`src/rtl/core/assert_macros.svh`:
```
// assertion helpers shared by the rtl
`ifndef ASSERT_MACROS_SVH
`define ASSERT_MACROS_SVH

// checked at every edge outside reset
`define CWIC_ASSERT(label, clk, rst_n, prop, msg) \
	label: assert property (@(posedge clk) disable iff (!rst_n) (prop)) \
		else $error(msg);

// checked at every edge, reset included
`define CWIC_ASSERT_ALWAYS(label, clk, prop, msg) \
	label: assert property (@(posedge clk) (prop)) else $error(msg);

`endif

```
`src/rtl/core/cwic_pkg.sv`:
```
package cwic_pkg;

	// status word fields
	localparam logic [31:0] ST_BASE    = 32'h8000_001a;
	localparam logic [31:0] ST_WHEEL   = 32'h4000_0000;
	localparam logic [31:0] ST_PENDING = 32'h0c00_0000;
	localparam logic [2:0]  MENU_CODE  = 3'd4;

	// word addresses inside the bus window
	localparam logic [5:0] WADDR_POP     = 6'h00;
	localparam logic [5:0] WADDR_PENDING = 6'h01;
	localparam logic [5:0] WADDR_STATUS  = 6'h10;

	// access size codes
	localparam logic [2:0] SIZE_BYTE = 3'd1;
	localparam logic [2:0] SIZE_HALF = 3'd2;

	// configuration register address
	localparam logic [1:0] CFG_ADDR_HOLD = 2'b00;

	localparam int DEADLINE_W = 49;

	typedef enum logic [2:0] {
		KIND_READ   = 3'd0,
		KIND_WRITE  = 3'd1,
		KIND_BUTTON = 3'd2,
		KIND_TAP    = 3'd3,
		KIND_WHEEL  = 3'd4,
		KIND_RELALL = 3'd5,
		KIND_TICK   = 3'd6
	} kind_t;

	typedef enum logic [3:0] {
		OP_NONE,
		OP_WRITE_REG,
		OP_POP,
		OP_BUTTON,
		OP_TAP_RELEASE,
		OP_TAP_PRESS,
		OP_WHEEL,
		OP_RELEASE_ALL,
		OP_TICK,
		OP_READ_OUT
	} op_t;

	typedef struct packed {
		logic [2:0]         kind;
		logic [7:0]         offset;
		logic [2:0]         access_size;
		logic [31:0]        write_data;
		logic [2:0]         button;
		logic               pressed;
		logic [31:0]        tap_ticks;
		logic signed [7:0]  wheel_delta;
		logic               in_standby;
		logic [47:0]        now_tick;
	} item_t;

	typedef struct packed {
		logic [31:0] read_data;
		logic        accepted;
		logic        wake_request;
		logic        irq;
		logic [3:0]  pending_count;
	} result_t;

	// controller to datapath
	typedef struct packed {
		logic capture;
		op_t  op;
		logic finish;
		logic accepted;
		logic wake;
	} cmd_t;

	// datapath to controller
	typedef struct packed {
		logic [2:0] kind;
		logic       btn_ok;
		logic       wake_cond;
		logic       win_ok;
		logic       pop_addr;
		logic       tap_pending;
		logic       tick_due;
		logic       held_any;
	} sts_t;

endpackage

```
`src/rtl/core/cwic_cfg.sv`:
```
module cwic_cfg (
	input  logic        clk,
	input  logic        arst_n,
	input  logic        psel,
	input  logic        penable,
	input  logic        pwrite,
	input  logic [1:0]  paddr,
	input  logic [31:0] pwdata,
	output logic [31:0] prdata,
	output logic        pready,
	output logic        hold
);

	logic hold_q;
	logic hit;

	assign hit    = (paddr == cwic_pkg::CFG_ADDR_HOLD);
	assign pready = 1'b1;

	// hold switch register
	always_ff @(posedge clk or negedge arst_n) begin
		if (!arst_n) begin
			hold_q <= 1'b0;
		end else if (psel && penable && pwrite && hit) begin
			hold_q <= pwdata[0];
		end
	end

	// read back
	assign prdata = hit ? {31'b0, hold_q} : '0;
	assign hold   = hold_q;

endmodule

```
`src/rtl/core/cwic_ctrl.sv`:
```
`include "assert_macros.svh"

module cwic_ctrl (
	input  logic            clk,
	input  logic            arst_n,
	input  logic            start,
	input  logic            hold,
	input  cwic_pkg::sts_t  sts,
	output logic            busy,
	output cwic_pkg::cmd_t  cmd
);

	typedef enum logic [1:0] {
		S_IDLE,
		S_EXEC,
		S_READ,
		S_TAP2
	} state_t;

	state_t state_q, state_d;

	// next state and datapath commands
	always_comb begin
		cmd      = '0;
		cmd.op   = cwic_pkg::OP_NONE;
		state_d  = state_q;
		unique case (state_q)
			S_IDLE: begin
				if (start) begin
					cmd.capture = 1'b1;
					state_d     = S_EXEC;
				end
			end
			S_EXEC: begin
				state_d    = S_IDLE;
				cmd.finish = 1'b1;
				case (sts.kind) inside
					cwic_pkg::KIND_READ: begin
						// register file and queue reads land next cycle
						cmd.finish = 1'b0;
						state_d    = S_READ;
					end
					cwic_pkg::KIND_WRITE: begin
						if (sts.win_ok) begin
							cmd.op = sts.pop_addr ? cwic_pkg::OP_POP : cwic_pkg::OP_WRITE_REG;
						end
					end
					cwic_pkg::KIND_BUTTON, cwic_pkg::KIND_TAP: begin
						if (sts.btn_ok) begin
							cmd.accepted = 1'b1;
							if (sts.wake_cond) begin
								cmd.wake = 1'b1;
							end else if (!hold) begin
								if (sts.kind == cwic_pkg::KIND_BUTTON) begin
									cmd.op = cwic_pkg::OP_BUTTON;
								end else if (sts.tap_pending) begin
									// release the earlier tap first
									cmd.op     = cwic_pkg::OP_TAP_RELEASE;
									cmd.finish = 1'b0;
									state_d    = S_TAP2;
								end else begin
									cmd.op = cwic_pkg::OP_TAP_PRESS;
								end
							end
						end
					end
					cwic_pkg::KIND_WHEEL: begin
						if (!hold) begin
							cmd.op = cwic_pkg::OP_WHEEL;
						end
					end
					cwic_pkg::KIND_RELALL: begin
						if (sts.held_any) begin
							cmd.op = cwic_pkg::OP_RELEASE_ALL;
						end
					end
					cwic_pkg::KIND_TICK: begin
						if (sts.tick_due) begin
							cmd.op = cwic_pkg::OP_TICK;
						end
					end
					default: ;
				endcase
			end
			S_READ: begin
				cmd.op     = cwic_pkg::OP_READ_OUT;
				cmd.finish = 1'b1;
				state_d    = S_IDLE;
			end
			S_TAP2: begin
				cmd.op       = cwic_pkg::OP_TAP_PRESS;
				cmd.accepted = 1'b1;
				cmd.finish   = 1'b1;
				state_d      = S_IDLE;
			end
			default: state_d = S_IDLE;
		endcase
	end

	// state register
	always_ff @(posedge clk or negedge arst_n) begin
		if (!arst_n) begin
			state_q <= S_IDLE;
		end else begin
			state_q <= state_d;
		end
	end

	assign busy = (state_q != S_IDLE);

	`CWIC_ASSERT(a_accept_goes_busy, clk, arst_n, start && !busy |=> busy, "accepted word did not start")
	`CWIC_ASSERT(a_finish_only_busy, clk, arst_n, cmd.finish |-> busy, "finish while idle")
	`CWIC_ASSERT(a_tap2_after_release, clk, arst_n, (state_q == S_TAP2) |-> $past(cmd.op == cwic_pkg::OP_TAP_RELEASE), "second tap step without release")

endmodule

```
`src/rtl/core/cwic_dp.sv`:
```
`include "assert_macros.svh"

module cwic_dp #(
	parameter int REG_WORDS   = 32,
	parameter int QUEUE_DEPTH = 8,
	parameter int WHEEL_STEPS = 96
) (
	input  logic              clk,
	input  logic              arst_n,
	input  cwic_pkg::item_t   item,
	input  cwic_pkg::cmd_t    cmd,
	output cwic_pkg::sts_t    sts,
	output logic              done,
	output cwic_pkg::result_t result
);

	localparam int RW = $clog2(REG_WORDS);
	localparam int QW = $clog2(QUEUE_DEPTH);
	localparam int CW = $clog2(QUEUE_DEPTH + 1);
	localparam int TW = CW + 1;
	localparam int PW = $clog2(WHEEL_STEPS);
	// plus 128, the least step multiple covering a full negative delta
	localparam int WHEEL_BIAS = WHEEL_STEPS * ((128 + WHEEL_STEPS - 1) / WHEEL_STEPS) - 128;

	cwic_pkg::item_t   item_q;
	cwic_pkg::result_t result_q;
	logic              done_q;

	logic [4:0]                      bs_q, bs_d;
	logic [4:0]                      rm_q, rm_d;
	logic [cwic_pkg::DEADLINE_W-1:0] dl_q, dl_d;
	logic [PW-1:0]                   pos_q, pos_d, wheel_next;
	logic [QW-1:0]                   head_q, head_d, head_inc, q_waddr;
	logic [CW-1:0]                   count_q, count_d;
	logic                            irq_q, irq_d;
	logic [31:0]                     last_q;

	logic [31:0] rf_mem [REG_WORDS];
	logic [31:0] q_mem [QUEUE_DEPTH];
	logic [REG_WORDS-1:0] rf_vld_q;
	logic [31:0] rf_rd_q, q_rd_q;
	logic        rf_rd_vld_q;

	logic [5:0]    wadr;
	logic [RW-1:0] ridx;
	logic [4:0]    bit_v;
	logic          push_en, pop_en, rf_we, dup, do_push, full;
	logic [31:0]   push_word;
	logic [TW-1:0] tsum;
	logic [9:0]    wsum;
	logic [31:0]   rv, rshift, rmask, rdata;

	function automatic logic [31:0] st_of(input logic [4:0] bs);
		st_of = cwic_pkg::ST_BASE | {19'b0, bs, 8'b0};
	endfunction

	assign wadr  = item_q.offset[7:2];
	assign ridx  = item_q.offset[RW+1:2];
	assign bit_v = 5'b00001 << item_q.button;

	// status toward the controller
	always_comb begin
		sts.kind        = item_q.kind;
		sts.btn_ok      = (item_q.button <= cwic_pkg::MENU_CODE);
		sts.wake_cond   = (item_q.button == cwic_pkg::MENU_CODE) && item_q.in_standby &&
			((item_q.kind == cwic_pkg::KIND_TAP) || item_q.pressed);
		sts.win_ok      = ({1'b0, wadr} < 7'(REG_WORDS));
		sts.pop_addr    = (wadr == cwic_pkg::WADDR_POP) || (wadr == cwic_pkg::WADDR_STATUS);
		sts.tap_pending = (rm_q != '0);
		sts.tick_due    = (rm_q != '0) && ({1'b0, item_q.now_tick} >= dl_q);
		sts.held_any    = (bs_q != '0) || (rm_q != '0);
	end

	// wheel position: bias to nonnegative, then restoring reduction
	always_comb begin
		wsum = 10'(pos_q) + 10'({~item_q.wheel_delta[7], item_q.wheel_delta[6:0]}) +
			10'(WHEEL_BIAS);
		for (int k = 7; k >= 0; k--) begin
			if (32'(wsum) >= (WHEEL_STEPS << k)) begin
				wsum = wsum - 10'(WHEEL_STEPS << k);
			end
		end
		wheel_next = PW'(wsum);
	end

	// register write, pop, button, tap, wheel, release-all and tick updates
	always_comb begin
		bs_d      = bs_q;
		rm_d      = rm_q;
		dl_d      = dl_q;
		pos_d     = pos_q;
		push_en   = 1'b0;
		push_word = st_of(bs_q);
		pop_en    = 1'b0;
		rf_we     = 1'b0;
		case (cmd.op)
			cwic_pkg::OP_WRITE_REG: rf_we = 1'b1;
			cwic_pkg::OP_POP: pop_en = 1'b1;
			cwic_pkg::OP_BUTTON: begin
				bs_d      = item_q.pressed ? (bs_q | bit_v) : (bs_q & ~bit_v);
				push_en   = 1'b1;
				push_word = st_of(bs_d);
			end
			cwic_pkg::OP_TAP_RELEASE: begin
				bs_d      = bs_q & ~rm_q;
				push_en   = 1'b1;
				push_word = st_of(bs_d);
			end
			cwic_pkg::OP_TAP_PRESS: begin
				bs_d      = bs_q | bit_v;
				rm_d      = bit_v;
				dl_d      = cwic_pkg::DEADLINE_W'(item_q.now_tick) +
					cwic_pkg::DEADLINE_W'(item_q.tap_ticks);
				push_en   = 1'b1;
				push_word = st_of(bs_d);
			end
			cwic_pkg::OP_WHEEL: begin
				pos_d     = wheel_next;
				push_en   = 1'b1;
				push_word = st_of(bs_q) | cwic_pkg::ST_WHEEL | (32'(wheel_next) << 16);
			end
			cwic_pkg::OP_RELEASE_ALL: begin
				bs_d      = '0;
				rm_d      = '0;
				dl_d      = '0;
				push_en   = 1'b1;
				push_word = cwic_pkg::ST_BASE;
			end
			cwic_pkg::OP_TICK: begin
				bs_d      = bs_q & ~rm_q;
				rm_d      = '0;
				dl_d      = '0;
				push_en   = 1'b1;
				push_word = st_of(bs_d);
			end
			default: ;
		endcase
	end

	// status queue pointers; a repeat of the newest word is dropped
	always_comb begin
		dup      = (count_q != '0) && (last_q == push_word);
		do_push  = push_en && !dup;
		full     = (count_q == CW'(QUEUE_DEPTH));
		head_inc = (head_q == QW'(QUEUE_DEPTH - 1)) ? '0 : head_q + 1'b1;
		tsum     = TW'(head_q) + TW'(count_q);
		if (tsum >= TW'(QUEUE_DEPTH)) begin
			tsum = tsum - TW'(QUEUE_DEPTH);
		end
		// when full the oldest slot is overwritten
		q_waddr  = full ? head_q : tsum[QW-1:0];
		head_d   = head_q;
		count_d  = count_q;
		irq_d    = irq_q;
		if (do_push) begin
			irq_d = 1'b1;
			if (full) begin
				head_d = head_inc;
			end else begin
				count_d = count_q + 1'b1;
			end
		end
		if (pop_en) begin
			if (count_q != '0) begin
				head_d  = head_inc;
				count_d = count_q - 1'b1;
			end
			irq_d = (count_d != '0);
		end
	end

	// read word: shift by byte lane, mask by size
	always_comb begin
		rv = rf_rd_vld_q ? rf_rd_q : '0;
		if (wadr == cwic_pkg::WADDR_PENDING) begin
			if (count_q != '0) begin
				rv = rv | cwic_pkg::ST_PENDING;
			end
		end else if (wadr == cwic_pkg::WADDR_STATUS) begin
			rv = (count_q != '0) ? q_rd_q : st_of(bs_q);
		end
		rshift = rv >> {item_q.offset[1:0], 3'b000};
		case (item_q.access_size)
			cwic_pkg::SIZE_BYTE: rmask = 32'h0000_00ff;
			cwic_pkg::SIZE_HALF: rmask = 32'h0000_ffff;
			default:             rmask = 32'hffff_ffff;
		endcase
		rdata = sts.win_ok ? (rshift & rmask) : '0;
	end

	// control and small state registers
	always_ff @(posedge clk or negedge arst_n) begin
		if (!arst_n) begin
			bs_q        <= '0;
			rm_q        <= '0;
			dl_q        <= '0;
			pos_q       <= '0;
			head_q      <= '0;
			count_q     <= '0;
			irq_q       <= 1'b0;
			rf_vld_q    <= '0;
			rf_rd_vld_q <= 1'b0;
			done_q      <= 1'b0;
		end else begin
			bs_q        <= bs_d;
			rm_q        <= rm_d;
			dl_q        <= dl_d;
			pos_q       <= pos_d;
			head_q      <= head_d;
			count_q     <= count_d;
			irq_q       <= irq_d;
			rf_rd_vld_q <= rf_vld_q[ridx];
			if (rf_we) begin
				rf_vld_q[ridx] <= 1'b1;
			end
			done_q      <= cmd.finish;
		end
	end

	// payload registers and memories
	always_ff @(posedge clk) begin
		if (cmd.capture) begin
			item_q <= item;
		end
		if (do_push) begin
			last_q           <= push_word;
			q_mem[q_waddr]   <= push_word;
		end
		q_rd_q <= q_mem[head_q];
		if (rf_we) begin
			rf_mem[ridx] <= item_q.write_data;
		end
		rf_rd_q <= rf_mem[ridx];
		if (cmd.finish) begin
			result_q.read_data     <= (cmd.op == cwic_pkg::OP_READ_OUT) ? rdata : '0;
			result_q.accepted      <= cmd.accepted;
			result_q.wake_request  <= cmd.wake;
			result_q.irq           <= irq_d;
			result_q.pending_count <= 4'(count_d);
		end
	end

	assign done   = done_q;
	assign result = result_q;

	`CWIC_ASSERT_ALWAYS(a_irq_tracks_count, clk, irq_q == (count_q != '0), "irq out of step with queue")
	`CWIC_ASSERT(a_count_bound, clk, arst_n, count_q <= CW'(QUEUE_DEPTH), "queue count overflow")
	`CWIC_ASSERT(a_tap_onehot, clk, arst_n, $onehot0(rm_q), "more than one tap pending")

endmodule

```
`src/rtl/core/click_wheel_input_controller_top.sv`:
```
// click-wheel input controller
// input channel: a word on item is taken at a rising edge where start is high
//   and busy is low; busy then stays high while the word is worked on
// output channel: one result word per input word, valid on result while done
//   is high for exactly one cycle; the receiver cannot hold it off
// done is registered from the exec state for most words, from the read state
//   for bus reads (the register file and status queue memories have a
//   registered read port) and from the second tap state for a tap that
//   replaces one (two pushes, one per cycle, through the single queue write port)
// busy drops in the cycle that done is high, so a new word can be taken then;
//   a new word is never taken while the last one is still being worked on
// configuration: APB register 0 at byte address 0 holds the hold switch;
//   write it only while no word is in flight
// reset: arst_n clears the register file (through per-word valid bits), the
//   queue pointers, button, tap, wheel and interrupt state at once; no
//   clearing pass is needed and a word may be taken right after reset
module click_wheel_input_controller_top #(
	parameter int REG_WORDS   = 32,
	parameter int QUEUE_DEPTH = 8,
	parameter int WHEEL_STEPS = 96
) (
	input  logic              clk,
	input  logic              arst_n,
	input  logic              start,
	output logic              busy,
	input  cwic_pkg::item_t   item,
	output logic              done,
	output cwic_pkg::result_t result,
	input  logic              psel,
	input  logic              penable,
	input  logic              pwrite,
	input  logic [1:0]        paddr,
	input  logic [31:0]       pwdata,
	output logic [31:0]       prdata,
	output logic              pready
);

	logic           hold;
	cwic_pkg::cmd_t cmd;
	cwic_pkg::sts_t sts;

	// configuration register
	cwic_cfg u_cfg (
		.clk     (clk),
		.arst_n  (arst_n),
		.psel    (psel),
		.penable (penable),
		.pwrite  (pwrite),
		.paddr   (paddr),
		.pwdata  (pwdata),
		.prdata  (prdata),
		.pready  (pready),
		.hold    (hold)
	);

	// sequencing
	cwic_ctrl u_ctrl (
		.clk    (clk),
		.arst_n (arst_n),
		.start  (start),
		.hold   (hold),
		.sts    (sts),
		.busy   (busy),
		.cmd    (cmd)
	);

	// state, queue and register file
	cwic_dp #(
		.REG_WORDS   (REG_WORDS),
		.QUEUE_DEPTH (QUEUE_DEPTH),
		.WHEEL_STEPS (WHEEL_STEPS)
	) u_dp (
		.clk    (clk),
		.arst_n (arst_n),
		.item   (item),
		.cmd    (cmd),
		.sts    (sts),
		.done   (done),
		.result (result)
	);

endmodule
```
`config.mk`:
```
export PLATFORM = sky130hd
export DESIGN_NAME = click_wheel_input_controller_top
export DESIGN_NICKNAME = d
export VERILOG_FILES = /design/src/rtl/core/cwic_pkg.sv /design/src/rtl/core/cwic_cfg.sv /design/src/rtl/core/cwic_ctrl.sv /design/src/rtl/core/cwic_dp.sv /design/src/rtl/core/click_wheel_input_controller_top.sv
export VERILOG_INCLUDE_DIRS = /design/src /design/src/rtl/core
export SDC_FILE = /design/constraint.sdc
export NUM_CORES = 2
export LEC_CHECK = 0
export BUFFER_PORTS_ARGS = -buffer_cell sky130_fd_sc_hd__buf_2
export CORE_MARGIN = 5
export CORE_UTILIZATION = 60
export DETAILED_ROUTE_END_ITERATION = 7
export PLACE_DENSITY = 0.83
export SYNTH_ARGS = -nofsm -noshare
export SYNTH_HDL_FRONTEND = slang
export SYNTH_SLANG_ARGS = --single-unit
```
`constraint.sdc`:
```
create_clock -name clk -period 5.95 [get_ports clk]
set_input_delay 0.2975 -clock clk [delete_from_list [all_inputs] [get_ports clk]]
set_output_delay 0.2975 -clock clk [all_outputs]
set_load 0.02 [all_outputs]
```
==> flow_summary.json <==
{
  "grt_pass1_wl_um": 227000,
  "hold_viol": 0,
  "num_io_pins": 253,
  "grt_pass1_vias": 34700,
  "crit_fanout": 13,
  "fp.dieW_um": 324,
  "timing.rr.end": "u_dp.q_mem[0][20]$_DFFE_PP_",
  "cts_made_buffers": 147,
  "finalInstanceArea_mm2": 0.0688,
  "finalNonFillerCells": 5121,
  "track_usage": 0.299,
  "vias": 34500,
  "ys_seq_elements": 1475,
  "crit_type": "reg2reg",
  "required_ps": 6300,
  "maxSlewHeadroom": 0.166,
  "async_flop_share": 0.0753,
  "cts.sinks": 1475,
  "finalMaxSlewViolations": 0,
  "clkLatencyLatePin_ps": 770,
  "fmax_mhz": 175,
  "antenna_found_initial": 12,
  "core_area_mm2": 0.0981,
  "worstMarginPinSlew_ps": 1250,
  "worst_setup_path_end_kind": "register",
  "fin_crit_ps": 5700,
  "hold_class": "in2reg",
  "finClkSkew_ps": 44.8,
  "vdd_drop_max_mv": 0.282,
  "firstDrtPassIters": 6,
  "ant_nets": 0,
  "die_y_um": 324,
  "reg2reg_slack_ps": 250,
  "ctsHtreeMaxLevel": 4,
  "gp_congestion": 0.901,
  "dp.cells": 4698,
  "status": "completed",
  "setup_ws_ps": 246,
  "initial_core_util": 0.603,
  "rsz0062_at_grt": "yes",
  "portBuffers": 189,
  "avgSynthCellArea_um2": 18.3,
  "via_per_inst": 6.74,
  "power.density_mw_per_mm2": 339,
  "synth_cell_types": 91,
  "synth_cells": 3235,
  "wl_um": 157000,
  "min_path_cells": 3,
  "dp_hpwl_um": 86900,
  "cts.path.max_buffers": 3,
  "synth_ff_type": "edfxtp_1",
  "route.detailed.drc": 0,
  "fin_setup_tns_ps": 0,
  "nNetsFinal": 3979,
  "syn_to_final_growth_pct": 16.2,
  "final_layout_size_suffix_gt1_frac": 0.235,
  "critical_path.startpoint": "u_dp.pos_q[0]$_DFFE_PN0N_",
  "placed_area_mm2": 0.0624,
  "drt_iter0_drc": 4684,
  "leakagePower_uw": 0.0237,
  "hold_start": "paddr[0]",
  "synth-edff-count": 1319,
  "syn_area_mm2": 0.0592,
  "wl_per_cell_um": 30.7,
  "finalSetupViolations": 0,
  "arrival_ps": 6050,
  "grt_max_degree": 142,
  "rows": 115,
  "p_total_uw": 23300,
  "grt_use_met1": 0.387,
  "grt.overflow.total": 0,
  "cts_tree": "yes",
  "clk_pin_slew_ps": 70,
  "cp-start-kind": "register",
  "fillers": 5653,
  "ys_seq_area_frac": 0.731,
  "r2r_cells": 19,
  "top_usage_layer": "met2",
  "yosys_warnings": 0,
  "die_area_mm2": 0.105,
  "hold_end": "u_cfg.hold$_DFFE_PN0P_",
  "gr-usage-met2": 0.482,
  "timing.final.crit_share": 0.959,
  "drv_cap": 0,
  "preCtsSetupSlack_ps": -20.0,
  "root_buffer": "clkbuf_16",
  "rr_startpoint": "u_dp.pos_q[0]$_DFFE_PN0N_",
  "met3_usage": 0.0781
}
state kept, by name, summed over array words and instances (netlist names), 5 cells and up:
name           cells
u_dp.result       39
u_dp.bs_q          5
u_dp.dl_q         49
u_dp.pos_q         7
u_dp.rf_vld_q     32
u_dp.rf_mem     1024
u_dp.item_q      136
u_dp.q_rd_q       13
u_dp.last_q       13
u_dp.q_mem       104
u_dp.rm_q          5
u_dp.rf_rd_q      32
through the flow:
step	hold WS, ps	utilization
floorplan	1.91	-
global placement	361	0.636
detailed placement	363	0.636
CTS	129	0.700
global route	132	0.701
finish	192	0.701
cell usage in the layout, fill, tap and decap left out, drive strengths merged, types with 45 or more instances in the layout:
cell type    synthesis  final
edfxtp            1319   1319
buf                 66    256
ha                  94     94
nor2               114    114
dlygate4sd3          0    142
clkinv               1     58
clkbuf             108    193
conb                 2     97
inv                 85     95
mux4               290    290
dfrtp              111    111
dfxtp               45     45
a21oi               82     82
o21ai               92     92
a22oi              139    139
nand4               56     56
nand2              114    114
kinds of logic (layout without fill, tap and decap cells):
group                      count (synthesis)  in the layout  share of synthesized area
and+or+nand+nor                          530            530                     0.0467
other                                      2            104                   0.000127
muxes                                    327            327                      0.117
AOI/OAI and AO/OA                        492            492                     0.0574
adders and majority gates                 97             97                     0.0209
xor gates and xnor gates                  52             52                    0.00769
buffers and inverters                    260            757                     0.0188
DFF                                     1475           1475                      0.731
synthesized netlist by cell type, types with 7 or more instances:
master	instances	area, um2
edfxtp_1	1319	39600
mux4_2	290	6530
a22oi_1	139	1040
nor2_1	114	428
nand2_1	113	424
dfrtp_1	111	2780
clkbuf_1	108	405
ha_1	94	1180
o21ai_0	90	450
inv_1	84	315
a21oi_1	82	410
nand4_1	56	350
dfxtp_1	45	901
nand3_1	41	205
or2_2	39	244
a21o_1	38	285
nor3_1	37	185
buf_4	32	240
xnor2_1	31	272
buf_1	30	113
mux2_2	23	259
xor2_1	21	184
a211oi_1	16	120
and3_1	16	100
nand2b_1	16	100
and2_1	15	93.8
o211ai_1	15	113
o21bai_1	14	105
mux2i_1	13	130
nor2b_1	13	81.3
nor4_1	13	81.3
nor3b_1	12	90.1
a22o_1	11	96.3
a31oi_1	11	68.8
o31ai_1	11	82.6
or3_1	10	62.6
o21a_1	7	52.6
worst max path at each step:
stage	to	slack, ps	cells past startpoint
global placement	u_dp.q_mem[5][8]$_DFFE_PP_	240	21
global route	u_dp.q_mem[4][19]$_DFFE_PP_	-70	19
floorplan	u_dp.q_mem[3][10]$_DFFE_PP_	550	18
CTS	u_dp.q_mem[5][10]$_DFFE_PP_	50	21
finish	u_dp.q_mem[0][20]$_DFFE_PP_	250	19
detailed placement	u_dp.q_mem[1][20]$_DFFE_PP_	-20	19
worst max-delay path: stages, from the launching register on:
cell and delay (ps):
dfrtp_1 370, ha_1 220, inv_1 70, fa_1 420, nand2b_1 200, a21oi_1 220
o21ai_1 170, and2_2 270, xnor2_1 170, ha_1 250, o2111ai_1 170, a2111oi_4 340
mux2_1 220, o32ai_1 90, and2_1 200, o22a_1 200, nor3_1 310, or3_1 270
o21ai_4 150, nor3_2 980
routing by layer:
metal  share of wire  vias up
met2            0.49     2746
met5         0.00017        -
li1                -    13900
met1            0.34    17300
met3            0.12      539
met4           0.054        4
repair_timing:
item,in CTS,in global routing
gates resized for setup,2,9
setup buffers,0,1
setup endpoints to repair,26,104
endpoints found under the hold margin,203,0
gates cloned,0,0
pin swaps,0,2
hold buffers,142,0
cell type report:
type                    instances  area (um2)  area share
flip-flops and latches       1475       43300       0.630
multi-input cells            1595       15500       0.225
clock buffers                 193        4050      0.0588
repair buffers                398        3170      0.0461
well taps                    1287        1610      0.0234
clock inverters                80         823      0.0120
inverters                      86         325     0.00473
diodes                          7        17.5    0.000255
power breakdown:
part	switching (uW)	internal [uW]
Combinational	1090	837
Sequential	399	11600
Clock	4060	5290
Note: power is estimated with default switching activity, not from simulation.
